<file path="config.mk">
export PLATFORM = sky130hd
export DESIGN_NAME = windowed_pid_velocity_step_core
export DESIGN_NICKNAME = d
export VERILOG_FILES = /design/src/hw/rtl/wpv_pkg.sv /design/src/hw/rtl/wpv_win.sv /design/src/hw/rtl/wpv_mac.sv /design/src/hw/rtl/wpv_div.sv /design/src/hw/rtl/windowed_pid_velocity_step_core.sv
export SDC_FILE = /design/constraint.sdc
export NUM_CORES = 2
export LEC_CHECK = 0
export BUFFER_PORTS_ARGS = -buffer_cell sky130_fd_sc_hd__buf_2
export CAP_MARGIN = 20
export CELL_PAD_IN_SITES_DETAIL_PLACEMENT = 0
export CELL_PAD_IN_SITES_GLOBAL_PLACEMENT = 1
export CORE_ASPECT_RATIO = 1.2
export CORE_MARGIN = 10
export CORE_UTILIZATION = 56
export DETAILED_ROUTE_END_ITERATION = 7
export PLACE_DENSITY_LB_ADDON = 0.25
export SKIP_CTS_REPAIR_TIMING = 1
export SYNTH_ARGS = -nofsm -noshare
export SYNTH_HDL_FRONTEND = slang
export SYNTH_SLANG_ARGS = --single-unit
</file>
<file path="constraint.sdc">
create_clock -name clk_i -period 8.5 [get_ports clk_i]
set_input_delay 0.425 -clock clk_i [delete_from_list [all_inputs] [get_ports clk_i]]
set_output_delay 0.425 -clock clk_i [all_outputs]
set_load 0.03 [all_outputs]
</file>
<file path="src/hw/rtl/wpv_pkg.sv">
// shared constants and types for the windowed pid velocity step core
`timescale 1ns / 1ps
`default_nettype none
package wpv_pkg;

  localparam int IN_W   = 16;  // measured velocity
  localparam int TGT_W  = 15;  // target velocity
  localparam int GAIN_W = 16;  // q8.8 gains
  localparam int DT_W   = 8;   // derivative divisor
  localparam int ERR_W  = 17;  // signed error
  localparam int OUT_W  = 32;  // drive increment
  localparam int FRAC_W = 8;   // q8.8 fraction bits dropped at the end

  localparam int APB_AW = 5;
  localparam int APB_DW = 32;
  localparam int REG_W  = 3;

  localparam logic [REG_W-1:0] REG_TARGET = 3'd0;
  localparam logic [REG_W-1:0] REG_KP     = 3'd1;
  localparam logic [REG_W-1:0] REG_KI     = 3'd2;
  localparam logic [REG_W-1:0] REG_KD     = 3'd3;
  localparam logic [REG_W-1:0] REG_DT     = 3'd4;

  localparam logic [TGT_W-1:0]  TARGET_RST = 15'd0;
  localparam logic [GAIN_W-1:0] KP_RST     = 16'd256;
  localparam logic [GAIN_W-1:0] KI_RST     = 16'd51;
  localparam logic [GAIN_W-1:0] KD_RST     = 16'd26;
  localparam logic [DT_W-1:0]   DT_RST     = 8'd2;

  typedef logic signed [ERR_W-1:0] err_t;

endpackage
`default_nettype wire

</file>
<file path="src/hw/rtl/wpv_win.sv">
// error ring with valid bits and running window sum
`timescale 1ns / 1ps
`default_nettype none
module wpv_win #(
  parameter int WINDOW = 20,
  parameter int SUM_W  = 22
) (
  input  logic                    clk_i,
  input  logic                    rst_ni,
  input  logic                    rd_en_i,
  input  logic                    upd_en_i,
  input  wpv_pkg::err_t           err_i,
  output logic signed [SUM_W-1:0] sum_o
);
  import wpv_pkg::*;

  localparam int IDX_W = $clog2(WINDOW);

  err_t                    mem [WINDOW];
  err_t                    rd_q;
  logic                    rd_vld_q;
  logic [WINDOW-1:0]       vld_q;
  logic [IDX_W-1:0]        idx_q, idx_d;
  logic signed [SUM_W-1:0] sum_q, sum_d, old_ext;

  // memory write and registered read
  always_ff @(posedge clk_i) begin
    if (upd_en_i) begin
      mem[idx_q] <= err_i;
    end
    if (rd_en_i) begin
      rd_q <= mem[idx_q];
    end
  end

  assign idx_d   = (idx_q == IDX_W'(WINDOW - 1)) ? '0 : idx_q + 1'b1;
  // never written slots read as zero
  assign old_ext = rd_vld_q ? SUM_W'(rd_q) : '0;
  assign sum_d   = sum_q - old_ext + SUM_W'(err_i);

  always_ff @(posedge clk_i or negedge rst_ni) begin
    if (!rst_ni) begin
      vld_q    <= '0;
      idx_q    <= '0;
      sum_q    <= '0;
      rd_vld_q <= 1'b0;
    end else begin
      if (rd_en_i) begin
        rd_vld_q <= vld_q[idx_q];
      end
      if (upd_en_i) begin
        vld_q[idx_q] <= 1'b1;
        idx_q        <= idx_d;
        sum_q        <= sum_d;
      end
    end
  end

  assign sum_o = sum_q;

endmodule
`default_nettype wire

</file>
<file path="src/hw/rtl/wpv_mac.sv">
// bit-serial multiplier, unsigned gain times signed operand, one gain bit per cycle
`timescale 1ns / 1ps
`default_nettype none
module wpv_mac #(
  parameter int OP_W = 17
) (
  input  logic                                   clk_i,
  input  logic                                   rst_ni,
  input  logic                                   start_i,
  input  logic [wpv_pkg::GAIN_W-1:0]             gain_i,
  input  logic signed [OP_W-1:0]                 op_i,
  output logic                                   busy_o,
  output logic signed [OP_W+wpv_pkg::GAIN_W-1:0] prod_o
);
  import wpv_pkg::*;

  localparam int RES_W = OP_W + GAIN_W;
  localparam int CNT_W = $clog2(GAIN_W + 1);

  logic [GAIN_W-1:0]       gain_q;
  logic signed [RES_W-1:0] op_q, acc_q;
  logic [CNT_W-1:0]        cnt_q;
  logic                    busy_q;

  // gain shifts out lsb first, operand shifts up alongside
  always_ff @(posedge clk_i) begin
    if (start_i) begin
      gain_q <= gain_i;
      op_q   <= RES_W'(op_i);
      acc_q  <= '0;
    end else if (busy_q) begin
      if (gain_q[0]) begin
        acc_q <= acc_q + op_q;
      end
      gain_q <= gain_q >> 1;
      op_q   <= op_q <<< 1;
    end
  end

  always_ff @(posedge clk_i or negedge rst_ni) begin
    if (!rst_ni) begin
      cnt_q  <= '0;
      busy_q <= 1'b0;
    end else if (start_i) begin
      cnt_q  <= CNT_W'(GAIN_W);
      busy_q <= 1'b1;
    end else if (busy_q) begin
      cnt_q <= cnt_q - 1'b1;
      if (cnt_q == CNT_W'(1)) begin
        busy_q <= 1'b0;
      end
    end
  end

  assign busy_o = busy_q;
  assign prod_o = acc_q;

endmodule
`default_nettype wire

</file>
<file path="src/hw/rtl/wpv_div.sv">
// restoring divider, one quotient bit per cycle
`timescale 1ns / 1ps
`default_nettype none
module wpv_div #(
  parameter int NUM_W = 33
) (
  input  logic                         clk_i,
  input  logic                         rst_ni,
  input  logic                         start_i,
  input  logic [NUM_W-1:0]             num_i,
  input  logic [wpv_pkg::DT_W-1:0]     den_i,
  output logic                         busy_o,
  output logic [NUM_W-1:0]             quo_o
);
  import wpv_pkg::*;

  localparam int CNT_W = $clog2(NUM_W + 1);

  logic [NUM_W-1:0] num_q;
  logic [DT_W-1:0]  rem_q, den_q;
  logic [DT_W:0]    trial;
  logic             fits;
  logic [CNT_W-1:0] cnt_q;
  logic             busy_q;

  assign trial = {rem_q, num_q[NUM_W-1]};
  assign fits  = (trial >= {1'b0, den_q});

  // quotient bits shift in where dividend bits shift out
  always_ff @(posedge clk_i) begin
    if (start_i) begin
      num_q <= num_i;
      rem_q <= '0;
      den_q <= den_i;
    end else if (busy_q) begin
      rem_q <= fits ? DT_W'(trial - {1'b0, den_q}) : trial[DT_W-1:0];
      num_q <= {num_q[NUM_W-2:0], fits};
    end
  end

  always_ff @(posedge clk_i or negedge rst_ni) begin
    if (!rst_ni) begin
      cnt_q  <= '0;
      busy_q <= 1'b0;
    end else if (start_i) begin
      cnt_q  <= CNT_W'(NUM_W);
      busy_q <= 1'b1;
    end else if (busy_q) begin
      cnt_q <= cnt_q - 1'b1;
      if (cnt_q == CNT_W'(1)) begin
        busy_q <= 1'b0;
      end
    end
  end

  assign busy_o = busy_q;
  assign quo_o  = num_q;

endmodule
`default_nettype wire

</file>
<file path="src/hw/rtl/windowed_pid_velocity_step_core.sv">
// top level: config registers, sequencer, serial pid datapath and output register
// one item at a time: a new input is accepted only in idle, after the previous item has run
//   the 16-step serial multiply and the 33-step serial divide of the derivative term
// a finished result waits in the output register while the next item is accepted
// reset: async active low, clears the error ring (valid bits), sum, previous
//   error and restores the gain, target and divisor registers to their defaults
`timescale 1ns / 1ps
`default_nettype none
module windowed_pid_velocity_step_core #(
  parameter int WINDOW = 20
) (
  input  logic                       clk_i,
  input  logic                       rst_ni,
  // input stream
  input  logic                       s_axis_tvalid,
  output logic                       s_axis_tready,
  input  logic [15:0]                s_axis_tdata,   // [15:0] measured_velocity
  // output stream
  output logic                       m_axis_tvalid,
  input  logic                       m_axis_tready,
  output logic [31:0]                m_axis_tdata,   // [31:0] drive_increment
  // config port
  input  logic                       psel,
  input  logic                       penable,
  input  logic                       pwrite,
  input  logic [wpv_pkg::APB_AW-1:0] paddr,
  input  logic [wpv_pkg::APB_DW-1:0] pwdata,
  output logic [wpv_pkg::APB_DW-1:0] prdata,
  output logic                       pready
);
  import wpv_pkg::*;

  // widths that follow from the window depth
  localparam int SUM_W = ERR_W + $clog2(WINDOW);   // window sum
  localparam int DIF_W = ERR_W + 1;                // error difference
  localparam int PK_W  = SUM_W + GAIN_W + 1;       // kp*e + ki*sum
  localparam int D_W   = DIF_W + GAIN_W;           // kd*diff
  localparam int MAG_W = D_W - 1;                  // |kd*diff|
  localparam int TOT_W = PK_W + 1;                 // full sum of terms
  localparam int SH_W  = TOT_W - FRAC_W;           // after the q8.8 shift

  // sequencer states
  localparam logic [2:0] ST_IDLE   = 3'd0;
  localparam logic [2:0] ST_READ   = 3'd1;  // ring slot overwritten, window sum updated
  localparam logic [2:0] ST_LOAD   = 3'd2;  // start the multipliers
  localparam logic [2:0] ST_MUL    = 3'd3;
  localparam logic [2:0] ST_DSTART = 3'd4;  // start the divider
  localparam logic [2:0] ST_DIV    = 3'd5;
  localparam logic [2:0] ST_OUT    = 3'd6;

  logic [2:0] state_q, state_d;

  // config registers
  logic [TGT_W-1:0]  target_q;
  logic [GAIN_W-1:0] kp_q, ki_q, kd_q;
  logic [DT_W-1:0]   dt_q;
  logic              cfg_wr;
  logic [REG_W-1:0]  reg_idx;

  // datapath
  err_t                    err_d, err_q, prev_q;
  logic signed [DIF_W-1:0] dif_q;
  logic signed [SUM_W-1:0] win_sum;
  logic signed [ERR_W+GAIN_W-1:0] kp_prod;
  logic signed [SUM_W+GAIN_W-1:0] ki_prod;
  logic signed [D_W-1:0]   kd_prod, kd_neg;
  logic                    kp_busy, ki_busy, kd_busy, div_busy;
  logic                    in_acc;
  logic                    mac_start, div_start;
  logic [MAG_W-1:0]        kd_mag, quo;
  logic [DT_W-1:0]         den;
  logic signed [PK_W-1:0]  pk_q;
  logic signed [TOT_W-1:0] d_ext, d_val, total;
  logic signed [SH_W-1:0]  shifted;
  logic [SH_W-OUT_W:0]     hi_bits;
  logic [OUT_W-1:0]        res, out_q;
  logic                    out_vld_q, out_load;

  // ---------------------------------------------------------------- config
  assign pready  = 1'b1;
  assign reg_idx = paddr[APB_AW-1:2];
  assign cfg_wr  = psel && penable && pwrite;

  always_ff @(posedge clk_i or negedge rst_ni) begin
    if (!rst_ni) begin
      target_q <= TARGET_RST;
      kp_q     <= KP_RST;
      ki_q     <= KI_RST;
      kd_q     <= KD_RST;
      dt_q     <= DT_RST;
    end else if (cfg_wr) begin
      unique case (reg_idx)
        REG_TARGET: target_q <= pwdata[TGT_W-1:0];
        REG_KP:     kp_q     <= pwdata[GAIN_W-1:0];
        REG_KI:     ki_q     <= pwdata[GAIN_W-1:0];
        REG_KD:     kd_q     <= pwdata[GAIN_W-1:0];
        REG_DT:     dt_q     <= pwdata[DT_W-1:0];
        default: ;  // unmapped addresses are ignored
      endcase
    end
  end

  always_comb begin
    unique case (reg_idx)
      REG_TARGET: prdata = APB_DW'(target_q);
      REG_KP:     prdata = APB_DW'(kp_q);
      REG_KI:     prdata = APB_DW'(ki_q);
      REG_KD:     prdata = APB_DW'(kd_q);
      REG_DT:     prdata = APB_DW'(dt_q);
      default:    prdata = '0;
    endcase
  end

  // ------------------------------------------------------------- sequencer
  assign s_axis_tready = (state_q == ST_IDLE);
  assign in_acc        = s_axis_tvalid && s_axis_tready;
  assign mac_start     = (state_q == ST_LOAD);
  assign div_start     = (state_q == ST_DSTART);
  // result leaves only when the output register is free or being drained
  assign out_load      = (state_q == ST_OUT) && (!out_vld_q || m_axis_tready);

  always_comb begin
    state_d = state_q;
    unique case (state_q)
      ST_IDLE:   if (in_acc) state_d = ST_READ;
      ST_READ:   state_d = ST_LOAD;
      ST_LOAD:   state_d = ST_MUL;
      ST_MUL:    if (!kp_busy) state_d = ST_DSTART;
      ST_DSTART: state_d = ST_DIV;
      ST_DIV:    if (!div_busy) state_d = ST_OUT;
      ST_OUT:    if (out_load) state_d = ST_IDLE;
      default:   state_d = ST_IDLE;
    endcase
  end

  always_ff @(posedge clk_i or negedge rst_ni) begin
    if (!rst_ni) begin
      state_q <= ST_IDLE;
    end else begin
      state_q <= state_d;
    end
  end

  // ------------------------------------------------------- error and delta
  // error = target - measurement, both zero-extended into 17 bits
  assign err_d = $signed({2'b00, target_q}) - $signed({1'b0, s_axis_tdata});

  always_ff @(posedge clk_i) begin
    if (in_acc) begin
      err_q <= err_d;
      dif_q <= DIF_W'(err_d) - DIF_W'(prev_q);
    end
  end

  always_ff @(posedge clk_i or negedge rst_ni) begin
    if (!rst_ni) begin
      prev_q <= '0;
    end else if (in_acc) begin
      prev_q <= err_d;
    end
  end

  // ring read at accept, slot overwrite and sum update in the following cycle (ST_READ)
  wpv_win #(
    .WINDOW (WINDOW),
    .SUM_W  (SUM_W)
  ) u_win (
    .clk_i    (clk_i),
    .rst_ni   (rst_ni),
    .rd_en_i  (in_acc),
    .upd_en_i (state_q == ST_READ),
    .err_i    (err_q),
    .sum_o    (win_sum)
  );

  // ------------------------------------------------------ serial multiplies
  wpv_mac #(.OP_W(ERR_W)) u_mac_kp (
    .clk_i   (clk_i),
    .rst_ni  (rst_ni),
    .start_i (mac_start),
    .gain_i  (kp_q),
    .op_i    (err_q),
    .busy_o  (kp_busy),
    .prod_o  (kp_prod)
  );

  wpv_mac #(.OP_W(SUM_W)) u_mac_ki (
    .clk_i   (clk_i),
    .rst_ni  (rst_ni),
    .start_i (mac_start),
    .gain_i  (ki_q),
    .op_i    (win_sum),
    .busy_o  (ki_busy),
    .prod_o  (ki_prod)
  );

  wpv_mac #(.OP_W(DIF_W)) u_mac_kd (
    .clk_i   (clk_i),
    .rst_ni  (rst_ni),
    .start_i (mac_start),
    .gain_i  (kd_q),
    .op_i    (dif_q),
    .busy_o  (kd_busy),
    .prod_o  (kd_prod)
  );

  // p and i terms combined while the divider starts
  always_ff @(posedge clk_i) begin
    if (div_start) begin
      pk_q <= PK_W'(kp_prod) + PK_W'(ki_prod);
    end
  end

  // ------------------------------------------------------ derivative divide
  // divide the magnitude, reapply the sign: truncation toward zero
  assign kd_neg = -kd_prod;
  assign kd_mag = kd_prod[D_W-1] ? kd_neg[MAG_W-1:0] : kd_prod[MAG_W-1:0];
  // a zero divisor acts as one
  assign den    = (dt_q == '0) ? DT_W'(1) : dt_q;

  wpv_div #(.NUM_W(MAG_W)) u_div (
    .clk_i   (clk_i),
    .rst_ni  (rst_ni),
    .start_i (div_start),
    .num_i   (kd_mag),
    .den_i   (den),
    .busy_o  (div_busy),
    .quo_o   (quo)
  );

  // ----------------------------------------------------- sum, shift, clamp
  assign d_ext   = TOT_W'($signed({1'b0, quo}));
  assign d_val   = kd_prod[D_W-1] ? -d_ext : d_ext;
  assign total   = TOT_W'(pk_q) + d_val;
  // arithmetic shift rounds toward minus infinity
  assign shifted = total[TOT_W-1:FRAC_W];
  assign hi_bits = shifted[SH_W-1:OUT_W-1];

  always_comb begin
    if ((&hi_bits) || !(|hi_bits)) begin
      res = shifted[OUT_W-1:0];
    end else if (shifted[SH_W-1]) begin
      res = {1'b1, {(OUT_W-1){1'b0}}};
    end else begin
      res = {1'b0, {(OUT_W-1){1'b1}}};
    end
  end

  // ------------------------------------------------------- output register
  always_ff @(posedge clk_i) begin
    if (out_load) begin
      out_q <= res;
    end
  end

  always_ff @(posedge clk_i or negedge rst_ni) begin
    if (!rst_ni) begin
      out_vld_q <= 1'b0;
    end else if (out_load) begin
      out_vld_q <= 1'b1;
    end else if (m_axis_tready) begin
      out_vld_q <= 1'b0;
    end
  end

  assign m_axis_tvalid = out_vld_q;
  assign m_axis_tdata  = out_q;

  // ------------------------------------------------------------ assertions
  a_acc_to_read: assert property (@(posedge clk_i) disable iff (!rst_ni)
    in_acc |=> (state_q == ST_READ))
    else $error("accepted transaction did not start the ring read");

  a_mac_lockstep: assert property (@(posedge clk_i) disable iff (!rst_ni)
    (kp_busy == ki_busy) && (ki_busy == kd_busy))
    else $error("serial multipliers out of step");

  a_mac_in_mul: assert property (@(posedge clk_i) disable iff (!rst_ni)
    kp_busy |-> (state_q == ST_MUL))
    else $error("multiplier busy outside multiply phase");

  a_div_in_div: assert property (@(posedge clk_i) disable iff (!rst_ni)
    div_busy |-> (state_q == ST_DIV))
    else $error("divider busy outside divide phase");

  a_out_from_seq: assert property (@(posedge clk_i) disable iff (!rst_ni)
    $rose(m_axis_tvalid) |-> $past(state_q == ST_OUT))
    else $error("output transaction raised without a finished item");

endmodule
`default_nettype wire
</file>
==> out/summary.log <==
qor: outcome.run_status complete, no violations
qor: pwr.power.density_cell_area 397.7 nW/um^2
qor: timing.max_freq 184.2 MHz
qor: setup_path.worst_setup_path_start_kind register
qor: route.routed_wire_length_per_instance 21.02 um
qor: placed_design.routabilityCongestion 0.9167
qor: cells_and_area.n_fill_cell 7103
qor: synthesis.yosysTopAreaCellShare 0.3986
qor: setup_path.buffer_and_inverter_count_on_the_worst_path 0
qor: synthesis.syn-mean-instance-area 11.40 um^2
qor: synthesis.synth.most_common_cell sky130_fd_sc_hd__edfxtp_1
qor: floorplanning.floorplan.initialDensity 0.5644
qor: placed_design.port-buffer-count 91
qor: placed_design.place.detailed.instances 5435
qor: placed_design.dp_hpwl 81.63 mm
qor: setup_path.path_class register to register
qor: route.dr.first_iter.drc_count 2198
qor: cells_and_area.antenna_cells 0
qor: global_route.antenna_violations_before_repair 5
qor: synthesis.mappedNetlistArea 49500 um^2
qor: run.maxCapViolCount 0
qor: timing.finalMaxSlewViolations 0
qor: setup_path.worstPathCellList nor4_2, nand3_2, or4_4, or3_4, or4_1, or4_4, o31ai_1, xnor2_1, ha_1, a21o_1, a21o_1, a21oi_1, o21ai_0, a21oi_1, o21bai_1, a21oi_1, o31ai_1, xor2_1
qor: clock_tree.clock_tree_from_tritoncts built
qor: route.drt.antenna.violating_nets 0
qor: global_route.first_pass_grt_wire_length 185.3 mm
qor: pwr.leakage 0.02217 uW
qor: cells_and_area.number_of_nets_at_the_end_of_the_flow 4736
qor: floorplanning.row_count 119
qor: clock_tree.clock_sink_count 935
qor: global_route.grt_start_max_net_pins 116
qor: setup_path.cp_slowest_stage_delay 0.52 ns
qor: timing.fin_tns_setup 0 ns
qor: cells_and_area.layout-drive-gt1-share 0.1241
qor: synthesis.share_of_flip_flops_with_an_asynchronous_set_or_reset 0.1765
qor: route.drt_pre_antenna_iters 5
qor: synthesis.yosys_warnings 0
qor: clock_tree.worst_setup_hold_path_clk_slew 0.06 ns
qor: floorplanning.core 87700 um^2
qor: floorplanning.dieArea 100700 um^2
qor: clock_tree.ctsRootBufferMaster sky130_fd_sc_hd__clkbuf_16
qor: synthesis.synth_area_leader_cell sky130_fd_sc_hd__edfxtp_1
qor: synthesis.synth-edff-count 657
qor: placed_design.dp_slack 3.134 ns
qor: setup_path.worstPathArrival 5.83 ns
qor: synthesis.synth.ff_latch_count 935
qor: timing.rsz0062_at_grt no
qor: route.post-route-drc-count 0
qor: clock_tree.clock_latency 0.70 ns
qor: global_route.overflow_after_grt 0
qor: synthesis.post_synth_most_frequent_cells sky130_fd_sc_hd__edfxtp_1 (657), sky130_fd_sc_hd__nand2_1 (556), sky130_fd_sc_hd__o21ai_0 (274), sky130_fd_sc_hd__a21oi_1 (266), sky130_fd_sc_hd__ha_1 (258)
qor: synthesis.synth.distinct_cells 80
qor: setup_path.cpMostUsedCell sky130_fd_sc_hd__a21oi_1
qor: cells_and_area.final_cell_count_no_fill 5614
qor: floorplanning.die_y 345.7 um
qor: synthesis.ys.flop_type sky130_fd_sc_hd__edfxtp_1
qor: global_route.grt_pass1_vias 32830
qor: synthesis.synth-seq-area-share 0.5279
qor: global_route.track_usage 0.2288
qor: floorplanning.ioPinCount 127
qor: synthesis.ys_top_cells_by_area sky130_fd_sc_hd__edfxtp_1 (40%), sky130_fd_sc_hd__dfrtp_1 (7.9%), sky130_fd_sc_hd__ha_1 (6.5%)
qor: timing.max_slew.worst_pin.slew 1.123 ns
qor: timing.setup_violations 0
qor: min_path.hold_path_class input pin to register
qor: timing.finalClockSkew 0.04561 ns
qor: timing.finalCritPeriodShare 0.6387
qor: pwr.vdd_ir_drop_max 0.0002880 V
qor: route.dr_vias 33040
qor: setup_path.cpMaxStageDelayCell sky130_fd_sc_hd__or4_4
qor: timing.hold_viol 0
qor: clock_tree.clock_tree.htree_level_count 3
qor: setup_path.timing.critical_path.fanout_max 9
qor: route.totalWireLength 118.0 mm
qor: clock_tree.clockBufferDepth 3
qor: timing.fin_ws 3.071 ns
qor: timing.finalWorstPathRequiredPeriod 5.429 ns
qor: setup_path.endpoint_kind register
qor: clock_tree.cts_inserted_buffers 95
qor: floorplanning.chipWidth 291.4 um
qor: route.detail_route.vias_per_cell 5.886
qor: cells_and_area.area_growth 9.598%
qor: timing.max_slew_margin 0.2476
qor: synthesis.synthCells 4340
qor: setup_path.cp.required 8.90 ns
qor: setup_path.critical_path.top_delay_family simple AND/OR/NAND/NOR gates
cells in the final DEF, fill, tap and decap left out, types with 67 or more instances in the layout:
master                      synthesis  layout
sky130_fd_sc_hd__a21o_1           158     158
sky130_fd_sc_hd__a21oi_1          266     266
sky130_fd_sc_hd__buf_2              1      90
sky130_fd_sc_hd__clkbuf_16          0      96
sky130_fd_sc_hd__dfrtp_1          156     153
sky130_fd_sc_hd__dfxtp_1          113     112
sky130_fd_sc_hd__edfxtp_1         657     657
sky130_fd_sc_hd__ha_1             258     258
sky130_fd_sc_hd__inv_1            207     206
sky130_fd_sc_hd__mux2_2           110     110
sky130_fd_sc_hd__mux4_2            97      97
sky130_fd_sc_hd__nand2_1          556     556
sky130_fd_sc_hd__nand3_1           67      67
sky130_fd_sc_hd__nor2_1           184     182
sky130_fd_sc_hd__o21ai_0          274     274
sky130_fd_sc_hd__xnor2_1          160     160
sky130_fd_sc_hd__xor2_1            94      94
power breakdown:
part | switching, uW | total, uW | leakage [uW] | internal [uW]
logic | 5800 | 9960 | 0.0115 | 4150
registers | 996 | 7420 | 0.00921 | 6430
clock network | 1820 | 4190 | 0.00150 | 2380
total | 8620 | 21600 | 0.0222 | 13000
path summary, 6_finish.rpt:
path	from	to	slack, ns	depth (start not counted)
worst min-delay path	pwdata[15]	kp_q[15]$_DFFE_PN0P_	0.01	2
worst min register to register	u_win.vld_q[14]$_DFFE_PN0P_	u_win.vld_q[14]$_DFFE_PN0P_	0.47	1
worst max-delay path	u_div.quo_o[3]$_DFFE_PP_	m_axis_tdata[28]$_DFFE_PP_	3.07	18
max in group asynchronous	rst_ni	target_q[11]$_DFFE_PN0P_	6.93	3
worst max register to register	u_div.quo_o[3]$_DFFE_PP_	m_axis_tdata[28]$_DFFE_PP_	3.07	18
min in group asynchronous	rst_ni	dt_q[6]$_DFFE_PN0P_	0.40	2
layout make-up:
cell class	count	area, um^2	area share
inverters	208	780.7	0.01439
clock inverters	42	529.3	0.009756
flip-flops and latches	935	26140	0.4819
well taps	1149	1438	0.02650
clock buffers	130	2600	0.04793
repair buffers	139	912.1	0.01681
multi-input cells	3011	21850	0.4027
state kept, by name (all words and copies together) (netlist names), 34 cells and up:
register,flops
u_win.mem,340
pk_q,39
u_mac_ki.op_q,38
u_mac_ki.prod_o,38
u_mac_kd.op_q,34
u_mac_kd.prod_o,34
routing by layer:
metal | vias to the layer above | wire length, um | GRT usage
met2 | 816 | 60060 | 0.4094
li1 | 15950 | - | -
met1 | 16080 | 48460 | 0.2793
met3 | 202 | 5402 | 0.02791
met4 | 4 | 4039 | 0.08402
met5 | - | 27 | 0
through the flow:
step	area, um^2	utilization	hold WS, ns	total power (uW)
floorplan	49550	-	0.1294	14870
global placement	50990	0.5814	0.4465	17230
detailed placement	50990	0.5814	0.4522	17410
CTS	54120	0.6171	-0.1746	21670
global route	54250	0.6186	0.01551	23130
finish	54250	0.6186	0.01329	21570
logic make-up (layout without fill, tap and decap cells):
| logic type | after synthesis | count (layout) | share of synthesized area |
|---|---|---|---|
| buf+inv | 409 | 519 | 0.03274 |
| xor+xnor | 254 | 254 | 0.04494 |
| fa+ha+maj | 286 | 286 | 0.07654 |
| other cells | 2 | 17 | 0.0001517 |
| mux | 242 | 242 | 0.07624 |
| compound gates | 1035 | 1035 | 0.1310 |
| simple gates | 1177 | 1177 | 0.1105 |
| flops | 935 | 935 | 0.5279 |
(Power assumes the default switching activity.)
